<file path="src/ladbtn_pkg.sv">
// Shared types, constants and register map of the ladder button press classifier.
package ladbtn_pkg;

	localparam int SAMPLE_BITS_DEF = 10;
	localparam int TIMER_BITS_DEF  = 16;

	localparam int HOLD_W  = 16;
	localparam int LEVEL_W = 10;
	localparam int EVENT_W = 3;
	localparam int ADDR_W  = 4;
	localparam int DATA_W  = 32;

	localparam logic [HOLD_W-1:0]  HOLD_RESET   = 16'd1000;
	localparam logic [LEVEL_W-1:0] PRESS_RESET  = 10'd1000;
	localparam logic [LEVEL_W-1:0] WIN_LO_RESET = 10'd70;
	localparam logic [LEVEL_W-1:0] WIN_HI_RESET = 10'd110;

	localparam logic [1:0] REG_HOLD     = 2'd0;
	localparam logic [1:0] REG_PRESS    = 2'd1;
	localparam logic [1:0] REG_WIN_LOW  = 2'd2;
	localparam logic [1:0] REG_WIN_HIGH = 2'd3;

	localparam logic [EVENT_W-1:0] EV_B1_SHORT = 3'd1;
	localparam logic [EVENT_W-1:0] EV_B2_SHORT = 3'd2;
	localparam logic [EVENT_W-1:0] EV_B1_LONG  = 3'd3;
	localparam logic [EVENT_W-1:0] EV_B2_LONG  = 3'd4;

	typedef enum logic [1:0] {
		PH_IDLE   = 2'd0,
		PH_TIMING = 2'd1,
		PH_WAIT   = 2'd2
	} phase_t;

	typedef struct packed {
		logic [HOLD_W-1:0]  hold_ticks;
		logic [LEVEL_W-1:0] press_level;
		logic [LEVEL_W-1:0] window_low;
		logic [LEVEL_W-1:0] window_high;
	} cfg_t;

	typedef struct packed {
		logic                valid;
		logic [EVENT_W-1:0]  code;
	} evt_t;

endpackage

</file>
<file path="src/ladbtn_regs.sv">
// APB register file holding the classifier thresholds.
module ladbtn_regs (
	input  logic                            clk,
	input  logic                            arst_n,
	input  logic                            psel,
	input  logic                            penable,
	input  logic                            pwrite,
	input  logic [ladbtn_pkg::ADDR_W-1:0]   paddr,
	input  logic [ladbtn_pkg::DATA_W-1:0]   pwdata,
	output logic [ladbtn_pkg::DATA_W-1:0]   prdata,
	output logic                            pready,
	output ladbtn_pkg::cfg_t                cfg
);

	ladbtn_pkg::cfg_t cfg_q;
	logic [1:0]       idx;
	logic             wr_en;

	assign idx    = paddr[3:2];
	assign wr_en  = psel && penable && pwrite;
	assign pready = 1'b1;
	assign cfg    = cfg_q;

	always_ff @(posedge clk or negedge arst_n) begin
		if (!arst_n) begin
			cfg_q.hold_ticks  <= ladbtn_pkg::HOLD_RESET;
			cfg_q.press_level <= ladbtn_pkg::PRESS_RESET;
			cfg_q.window_low  <= ladbtn_pkg::WIN_LO_RESET;
			cfg_q.window_high <= ladbtn_pkg::WIN_HI_RESET;
		end else if (wr_en) begin
			case (idx)
				ladbtn_pkg::REG_HOLD: begin
					cfg_q.hold_ticks <= pwdata[ladbtn_pkg::HOLD_W-1:0];
				end
				ladbtn_pkg::REG_PRESS: begin
					cfg_q.press_level <= pwdata[ladbtn_pkg::LEVEL_W-1:0];
				end
				ladbtn_pkg::REG_WIN_LOW: begin
					cfg_q.window_low <= pwdata[ladbtn_pkg::LEVEL_W-1:0];
				end
				ladbtn_pkg::REG_WIN_HIGH: begin
					cfg_q.window_high <= pwdata[ladbtn_pkg::LEVEL_W-1:0];
				end
				default: begin
				end
			endcase
		end
	end

	always_comb begin
		case (idx)
			ladbtn_pkg::REG_HOLD:     prdata = ladbtn_pkg::DATA_W'(cfg_q.hold_ticks);
			ladbtn_pkg::REG_PRESS:    prdata = ladbtn_pkg::DATA_W'(cfg_q.press_level);
			ladbtn_pkg::REG_WIN_LOW:  prdata = ladbtn_pkg::DATA_W'(cfg_q.window_low);
			ladbtn_pkg::REG_WIN_HIGH: prdata = ladbtn_pkg::DATA_W'(cfg_q.window_high);
			default:                  prdata = '0;
		endcase
	end

endmodule

</file>
<file path="src/ladbtn_ctrl.sv">
// Press timing state machine that classifies short and long presses.
module ladbtn_ctrl #(
	parameter int SAMPLE_BITS = ladbtn_pkg::SAMPLE_BITS_DEF,
	parameter int TIMER_BITS  = ladbtn_pkg::TIMER_BITS_DEF
) (
	input  logic                   clk,
	input  logic                   arst_n,
	input  logic                   step,
	input  logic [SAMPLE_BITS-1:0] sample,
	input  logic                   tick,
	input  ladbtn_pkg::cfg_t       cfg,
	output ladbtn_pkg::evt_t       evt
);

	localparam int LW = (SAMPLE_BITS > ladbtn_pkg::LEVEL_W) ? SAMPLE_BITS : ladbtn_pkg::LEVEL_W;
	localparam int CW = (TIMER_BITS > ladbtn_pkg::HOLD_W) ? TIMER_BITS : ladbtn_pkg::HOLD_W;

	ladbtn_pkg::phase_t     phase_q, phase_d;
	logic [SAMPLE_BITS-1:0] captured_q, captured_d;
	logic [TIMER_BITS-1:0]  elapsed_q, elapsed_d;
	logic [TIMER_BITS-1:0]  elapsed_inc;
	logic                   released, pressed, long_hit;
	logic                   is_b1, is_b2;
	logic [LW-1:0]          s_ext, cap_ext, press_ext, wlo_ext, whi_ext;

	assign s_ext     = LW'(sample);
	assign cap_ext   = LW'(captured_q);
	assign press_ext = LW'(cfg.press_level);
	assign wlo_ext   = LW'(cfg.window_low);
	assign whi_ext   = LW'(cfg.window_high);

	assign released    = s_ext > press_ext;
	assign pressed     = s_ext < press_ext;
	assign elapsed_inc = (elapsed_q == {TIMER_BITS{1'b1}}) ? elapsed_q : elapsed_q + 1'b1;
	assign long_hit    = CW'(elapsed_inc) >= CW'(cfg.hold_ticks);
	assign is_b1       = captured_q == '0;
	assign is_b2       = (cap_ext >= wlo_ext) && (cap_ext <= whi_ext);

	always_comb begin
		phase_d    = phase_q;
		captured_d = captured_q;
		elapsed_d  = elapsed_q;
		case (phase_q)
			ladbtn_pkg::PH_TIMING: begin
				if (released) begin
					phase_d = ladbtn_pkg::PH_IDLE;
				end else if (tick) begin
					elapsed_d = elapsed_inc;
					if (long_hit) begin
						phase_d = ladbtn_pkg::PH_WAIT;
					end
				end
			end
			ladbtn_pkg::PH_WAIT: begin
				if (released) begin
					phase_d = ladbtn_pkg::PH_IDLE;
				end
			end
			default: begin
				phase_d = ladbtn_pkg::PH_IDLE;
				if (pressed) begin
					captured_d = sample;
					elapsed_d  = '0;
					phase_d    = ladbtn_pkg::PH_TIMING;
				end
			end
		endcase
	end

	always_comb begin
		evt.valid = 1'b0;
		evt.code  = ladbtn_pkg::EV_B1_SHORT;
		case (phase_q)
			ladbtn_pkg::PH_TIMING: begin
				if (released) begin
					evt.valid = is_b1 || is_b2;
					evt.code  = is_b1 ? ladbtn_pkg::EV_B1_SHORT : ladbtn_pkg::EV_B2_SHORT;
				end else if (tick && long_hit) begin
					evt.valid = is_b1 || is_b2;
					evt.code  = is_b1 ? ladbtn_pkg::EV_B1_LONG : ladbtn_pkg::EV_B2_LONG;
				end
			end
			default: begin
			end
		endcase
	end

	always_ff @(posedge clk or negedge arst_n) begin
		if (!arst_n) begin
			phase_q    <= ladbtn_pkg::PH_IDLE;
			captured_q <= '0;
			elapsed_q  <= '0;
		end else if (step) begin
			phase_q    <= phase_d;
			captured_q <= captured_d;
			elapsed_q  <= elapsed_d;
		end
	end

endmodule

</file>
<file path="src/adc_ladder_button_press_classifier_unit.sv">
// Timing: an item is registered in the input register on acceptance, and its result is registered
// in the output register when the item advances out of the input register, and is offered from there.
// Throughput: one item per cycle while results are taken; a stalled result holds the next
// item in the input register, and the input stalls once that register is full.
// Reset: arst_n clears phase, captured level, tick count and valid flags at once,
// and loads the thresholds with their default values.
module adc_ladder_button_press_classifier_unit #(
	parameter int SAMPLE_BITS = ladbtn_pkg::SAMPLE_BITS_DEF,
	parameter int TIMER_BITS  = ladbtn_pkg::TIMER_BITS_DEF
) (
	input  logic                                clk,
	input  logic                                arst_n,
	input  logic                                in_valid,
	output logic                                in_ready,
	input  logic [SAMPLE_BITS-1:0]              sample,
	input  logic                                tick,
	output logic                                out_valid,
	input  logic                                out_ready,
	output logic [ladbtn_pkg::EVENT_W-1:0]      event_code,
	input  logic                                psel,
	input  logic                                penable,
	input  logic                                pwrite,
	input  logic [ladbtn_pkg::ADDR_W-1:0]       paddr,
	input  logic [ladbtn_pkg::DATA_W-1:0]       pwdata,
	output logic [ladbtn_pkg::DATA_W-1:0]       prdata,
	output logic                                pready
);

	ladbtn_pkg::cfg_t                 cfg;
	ladbtn_pkg::evt_t                 evt;
	logic                             valid_s1;
	logic [SAMPLE_BITS-1:0]           sample_s1;
	logic                             tick_s1;
	logic                             out_valid_q;
	logic [ladbtn_pkg::EVENT_W-1:0]   event_code_q;
	logic                             advance;

	assign advance    = valid_s1 && (!out_valid_q || out_ready);
	assign in_ready   = !valid_s1 || advance;
	assign out_valid  = out_valid_q;
	assign event_code = event_code_q;

	ladbtn_regs u_regs (
		.clk     (clk),
		.arst_n  (arst_n),
		.psel    (psel),
		.penable (penable),
		.pwrite  (pwrite),
		.paddr   (paddr),
		.pwdata  (pwdata),
		.prdata  (prdata),
		.pready  (pready),
		.cfg     (cfg)
	);

	ladbtn_ctrl #(
		.SAMPLE_BITS (SAMPLE_BITS),
		.TIMER_BITS  (TIMER_BITS)
	) u_ctrl (
		.clk    (clk),
		.arst_n (arst_n),
		.step   (advance),
		.sample (sample_s1),
		.tick   (tick_s1),
		.cfg    (cfg),
		.evt    (evt)
	);

	always_ff @(posedge clk or negedge arst_n) begin
		if (!arst_n) begin
			valid_s1 <= 1'b0;
		end else if (in_ready) begin
			valid_s1 <= in_valid;
		end
	end

	always_ff @(posedge clk) begin
		if (in_valid && in_ready) begin
			sample_s1 <= sample;
			tick_s1   <= tick;
		end
	end

	always_ff @(posedge clk or negedge arst_n) begin
		if (!arst_n) begin
			out_valid_q <= 1'b0;
		end else if (advance) begin
			out_valid_q <= evt.valid;
		end else if (out_ready) begin
			out_valid_q <= 1'b0;
		end
	end

	always_ff @(posedge clk) begin
		if (advance) begin
			event_code_q <= evt.code;
		end
	end

endmodule

</file>
<file path="config.mk">
export PLATFORM = sky130hd
export DESIGN_NAME = adc_ladder_button_press_classifier_unit
export DESIGN_NICKNAME = d
export VERILOG_FILES = /design/src/ladbtn_pkg.sv /design/src/ladbtn_regs.sv /design/src/ladbtn_ctrl.sv /design/src/adc_ladder_button_press_classifier_unit.sv
export SDC_FILE = /design/constraint.sdc
export NUM_CORES = 1
export LEC_CHECK = 0
export ABC_AREA = 1
export BUFFER_PORTS_ARGS = -buffer_cell sky130_fd_sc_hd__buf_2
export CAP_MARGIN = 5
export CORE_MARGIN = 4
export CORE_UTILIZATION = 45
export DETAILED_ROUTE_END_ITERATION = 6
export MAX_ROUTING_LAYER = met4
export PLACE_DENSITY = 0.67
export SLEW_MARGIN = 5
export SYNTH_ARGS = -nofsm -noshare
export SYNTH_HDL_FRONTEND = slang
export SYNTH_SLANG_ARGS = --single-unit
</file>
<file path="constraint.sdc">
create_clock -name clk -period 3.3 [get_ports clk]
set_clock_uncertainty 0.1 [all_clocks]
set_input_delay 0.99 -clock clk [delete_from_list [all_inputs] [get_ports clk]]
set_output_delay 0.99 -clock clk [all_outputs]
set_load 0.05 [all_outputs]
</file>
**After elaboration in Yosys (flattened, before gate mapping)**

Index checks and enable logic that the tools add are counted.

- Register bits: 90
- Latch bits: 0
- Memory bits (writable): 0
- ROM bits: 0
- Input port bits: 54
- Logic and storage cells: 73
- Memories: 0

- $add $sub $neg: 1
- Multipliers: 0
- Div/mod/pow operators: 0
- $lt $le $gt $ge: 5
- Eq/ne operators: 11
- Shift operators: 0
- Mux-type cells: 19
- Bitwise logic cells: 2
- Reduce and logical (&&, ||, !) cells: 23

Operators by type and width:

| operator | number |
|---|---|
| case mux 32 bit (4 select lines) | 1 |
| 2-to-1 mux 16 bit | 4 |
| case mux 16 bit (2 select lines) | 1 |
| adder 16 x 1 -> 16 bit, second input constant | 1 |
| equality test 16 bit, second input constant | 1 |
| >= comparator 16 bit | 1 |
| 2-to-1 mux 4 bit | 3 |
| >= comparator 10 bit | 1 |
| > comparator 10 bit | 1 |
| less-or-equal comparator 10 bit | 1 |
| logical NOT 10 bit | 1 |
| < comparator 10 bit | 1 |
| 2-to-1 mux 2 bit | 5 |
| AND reduction 2 bit | 4 |
| equality test 2 bit, second input constant | 3 |
| logical AND 1 bit | 6 |
| AND reduction 5 bit | 1 |
| equality test 2 x 1 -> 1 bit, second input constant | 2 |
| inequality test 2 bit, second input constant | 2 |
| case mux 2 bit (2 select lines) | 1 |
| AND reduction 4 bit | 1 |
| nonzero test 2 bit | 2 |
| logical OR 1 bit | 3 |
| 2-to-1 mux 1 bit | 3 |
| 9 further kinds | 11 |

**Logic depth before layout (Yosys ltp)**

- Word-level depth: 8
- Gate-level depth with buffers: 22

**Hierarchy**

Synthesis repeated with hierarchy kept, for this count alone.

- Cell total of the unflattened synthesis: 763
- Area, all modules: 5904.4 µm²

Modules (own cells, without submodules):

| module | times used | cells each | area an instance (µm²) | seq. area each (µm²) |
|---|---|---|---|---|
| ladbtn_ctrl | 1 | 441 | 3089.2 | 700.7 |
| ladbtn_regs | 1 | 296 | 2297.2 | 1176.1 |
| adc_ladder_button_press_classifier_unit | 1 | 26 | 518.0 | 470.5 |

**Worst setup path before layout**

Ideal clock, no wire load.

- Path type: input port to output port
- Start: in paddr[3] in the netlist's numbering
- End: out prdata[2] in the netlist's numbering
- Arrival time: 2.524 ns
- Path slack: -0.314 ns
- Stages: 4
- Cell sequence: nor2_1 inv_1 clkbuf_1 o21ai_0

- Longest elaborated chain between the ends: 2

Ends and longest elaborated chain:

| element | line | RTL |
|---|---|---|
| from (decl) | adc_ladder_button_press_classifier_unit.sv:23 | `input logic [ladbtn_pkg::ADDR_W-1:0] paddr,` |
| equality test 2 bit (tied with other cells) | ladbtn_regs.sv:51 | `case (idx)` |
| case mux 32 bit (4 select lines) * | ladbtn_regs.sv:51 |  |
| to (decl) | adc_ladder_button_press_classifier_unit.sv:25 | `output logic [ladbtn_pkg::DATA_W-1:0] prdata,` |

Mark *: on every way between the ends. The rest lies on a longest branch, timed or not. The select of a mux whose other input is x is not followed.

**Final worst setup path**

- Start: in paddr[3] in the netlist's numbering
- End: out prdata[3] in the netlist's numbering

The elaborated chain is that of the path after synthesis.

==> out/metrics.cfg <==
[floorplan]
die-area_sq_um = 14130
fp.dieH_um = 118.9
rows = 40
start_util_pct = 46.06
ios = 92
die_w_um = 118.9
core_sq_um = 12010

[placed_design]
dpl.hpwl_um = 10200
pre_cts_ws_ns = 0.06524
dp.cells = 888
routabilityCongestion = 0.9044
io_buffer_count = 56

[yosys]
avgSynthCellArea_sq_um = 7.938
synthCells = 697
yosysUniqueCellTypes = 41
ys_ff_latch = 90
syn_area_sq_um = 5533
yosysSeqAreaShare_pct = 42.42
synth_warnings = 0

[worst_setup_path]
worst_ep_required_time_ns = 2.21
cp.buffers_inverters = 4
worstPathMaxFanout = 11
crit_type = input pin to primary output
reg2reg_to = u_ctrl.phase_q[1]
crit_arrival_ns = 2.12
path_depth = 9
slowest_delay_ns = 0.33
reg2reg_depth = 18
cp-end-kind = primary output
worstReg2RegStart = u_ctrl.elapsed_q[0]
critPathTopFamily = buffers and inverters
rrSetupSlack_ns = 0.33
cp_cell_sequence = buf_2 > inv_1 > nor2_1 > buf_4 > nand2_1 > o21ai_0 > a21oi_1 > o21ai_0 > buf_2
critPathSlowestCell = buf_2
start_kind = input pin

[power]
p_per_area_nw_per_um2 = 641.7
leakage_nw = 3.257
max-vdd-ir-drop_mv = 0.3646

[cells_and_area]
n_fill_cell = 1136
n_antenna_cell = 0
drive_gt1_share_pct = 16.25
multiInputGateArea_sq_um = 2633
area.sequential_sq_um = 2347
mostFrequentLayoutCell = nand2_1
fin_cells = 904
syn_to_final_growth_pct = 11.85
final_cell_mix = 176 x nand2_1, 106 x inv_1, 69 x o21ai_0
fin_nets = 855

[detailed_routing]
viasPerCell = 5.090
first_pass_iters = 5
drt_iter0_markers = 253
wl_per_cell_um = 14.67
drt.antenna.violating_nets = 0
vias = 4601
wl_um = 13260
drc_errors = 0

[grt]
antenna_found_initial = 0
track_usage_pct = 20.03
grt_start_max_net_pins = 77
globalRouteOverflowTotal = 0
grt_pass1_wl_um = 22070
grt_pass1_vias = 4607

[run_status]
status = finished clean

[clocking]
clockBufferDepth = 2
clk_pin_slew_ns = 0.06
hold_buffers = 0
cts-resized-gates = 0
cts_tree = yes
post-cts-setup-buffer-count = 0
clk_latency_ns = 0.35
h-tree-depth = 3
cts.sink_count = 90
cts_made_buffers = 9
root_buffer = clkbuf_16

[sta]
hold_viol = 0
tightest_slew_ns = 0.9721
fin_crit_ns = 3.208
finalSetupViolations = 0
post-route-period-util_pct = 97.22
maxSlewHeadroom_pct = 35.19
fmax_mhz = 311.7
slew_violations = 0
rsz0062_at_grt = false
setup_tns_ns = 0
worst_slack_ns = 0.09165

[min_path]
holdCritStartpoint = u_regs.cfg[2]
whs_path_depth = 2
whs_endpoint = u_regs.cfg[2]
hp-class = register to register

[flow_run]
drv_cap = 0

worst register-to-register path, stage by stage, from the launching register on:
cell	delay [ns]
dfrtp_1	0.41
ha_1	0.23
nand2_1	0.07
inv_1	0.10
nand2_2	0.10
nor2_4	0.18
nand3_4	0.11
o21ai_0	0.29
inv_1	0.08
ha_1	0.28
nand2_1	0.06
nor3_1	0.19
nand2_1	0.07
nand2_1	0.13
nand2_1	0.11
nand2_1	0.13
nand2_1	0.09
nand2_1	0.07
nand2_1	0.05
per-layer routing:
layer	vias up	track usage, %	wire, um
li1	2311	-	-
met1	2145	25.05	6065
met2	120	32.26	6260
met3	25	3.941	581
met4	0	7.748	355
met5	-	-	0
cells in the mapped netlist (all sizes together):
master / instances / area, sq um
nand2: 182 / 695.7
edfxtp: 14 / 420.4
o211ai: 1 / 7.510
o22ai: 5 / 31.28
nand3b: 1 / 7.510
dfrtp: 56 / 1401
a21o: 2 / 15.01
a21boi: 1 / 7.510
xnor2: 1 / 8.760
inv: 110 / 412.9
nand4: 7 / 58.81
and2: 1 / 8.760
ha: 49 / 613.1
o21bai: 2 / 15.01
clkinv: 1 / 5.000
a21oi: 34 / 170.2
o21a: 2 / 15.01
dfstp: 20 / 525.5
conb: 2 / 7.510
xor2: 6 / 52.55
clkbuf: 12 / 45.04
buf: 21 / 148.9
nand3: 30 / 182.7
nor3: 7 / 56.31
nor2: 50 / 212.7
and3: 1 / 6.260
o21ai: 77 / 389.1
nor4: 2 / 12.51
sequential cells by signal, indices dropped and copies added (netlist names):
signal	flops
u_ctrl.cap_ext	10
valid_s1	1
u_ctrl.phase_q	2
out_valid	1
sample_s1	10
tick_s1	1
event_code	3
u_ctrl.elapsed_q	16
u_regs.cfg	46
report_power, final:
group          internal [mW]  total (mW)  switching [mW]
combinational          0.478        1.42           0.941
sequential              1.39        1.58           0.191
clock                  0.551       0.973           0.422
total                   2.42        3.97            1.55
kinds of logic (layout without fill, tap and decap cells):
logic type / count (synthesis) / in the layout / synth area share [%]
AOI/OAI and AO/OA: 124 / 124 / 11.76
xor gates and xnor gates: 7 / 7 / 1.108
adders and majority gates: 49 / 49 / 11.08
buffers and inverters: 144 / 189 / 11.06
DFF: 90 / 90 / 42.42
other: 2 / 17 / 0.1357
and+or+nand+nor: 281 / 281 / 22.43
per-stage QoR:
stage | power (mW) | hold slack (ns) | utilization, % | cell area (sq um)
floorplan | 2.619 | 0.3530 | - | 5589
global placement | 2.937 | 0.3691 | 49.18 | 5907
detailed placement | 3.011 | 0.3756 | 49.18 | 5907
CTS | 3.995 | 0.3904 | 51.48 | 6183
global route | 4.271 | 0.4220 | 51.52 | 6188
finish | 3.971 | 0.3889 | 51.52 | 6188
cell type report:
type / count / area share (%)
Clock buffer: 14 / 4.266
Multi-Input combinational cell: 478 / 42.54
Tap cell: 147 / 2.972
Clock inverter: 2 / 0.2022
Timing Repair Buffer: 62 / 5.338
Sequential cell: 90 / 37.93
Inverter: 111 / 6.753
worst max path at each step:
| stage | startpoint | end | slack, ns |
|---|---|---|---|
| floorplan | paddr[3] | prdata[2] | -0.31 |
| finish | paddr[3] | prdata[3] | 0.09 |
| detailed placement | paddr[2] | prdata[4] | 0.07 |
| global route | paddr[3] | prdata[4] | 0.03 |
| CTS | paddr[2] | prdata[6] | 0.05 |
| global placement | paddr[2] | prdata[4] | 0.09 |
Note: power is estimated with default switching activity, not from simulation.
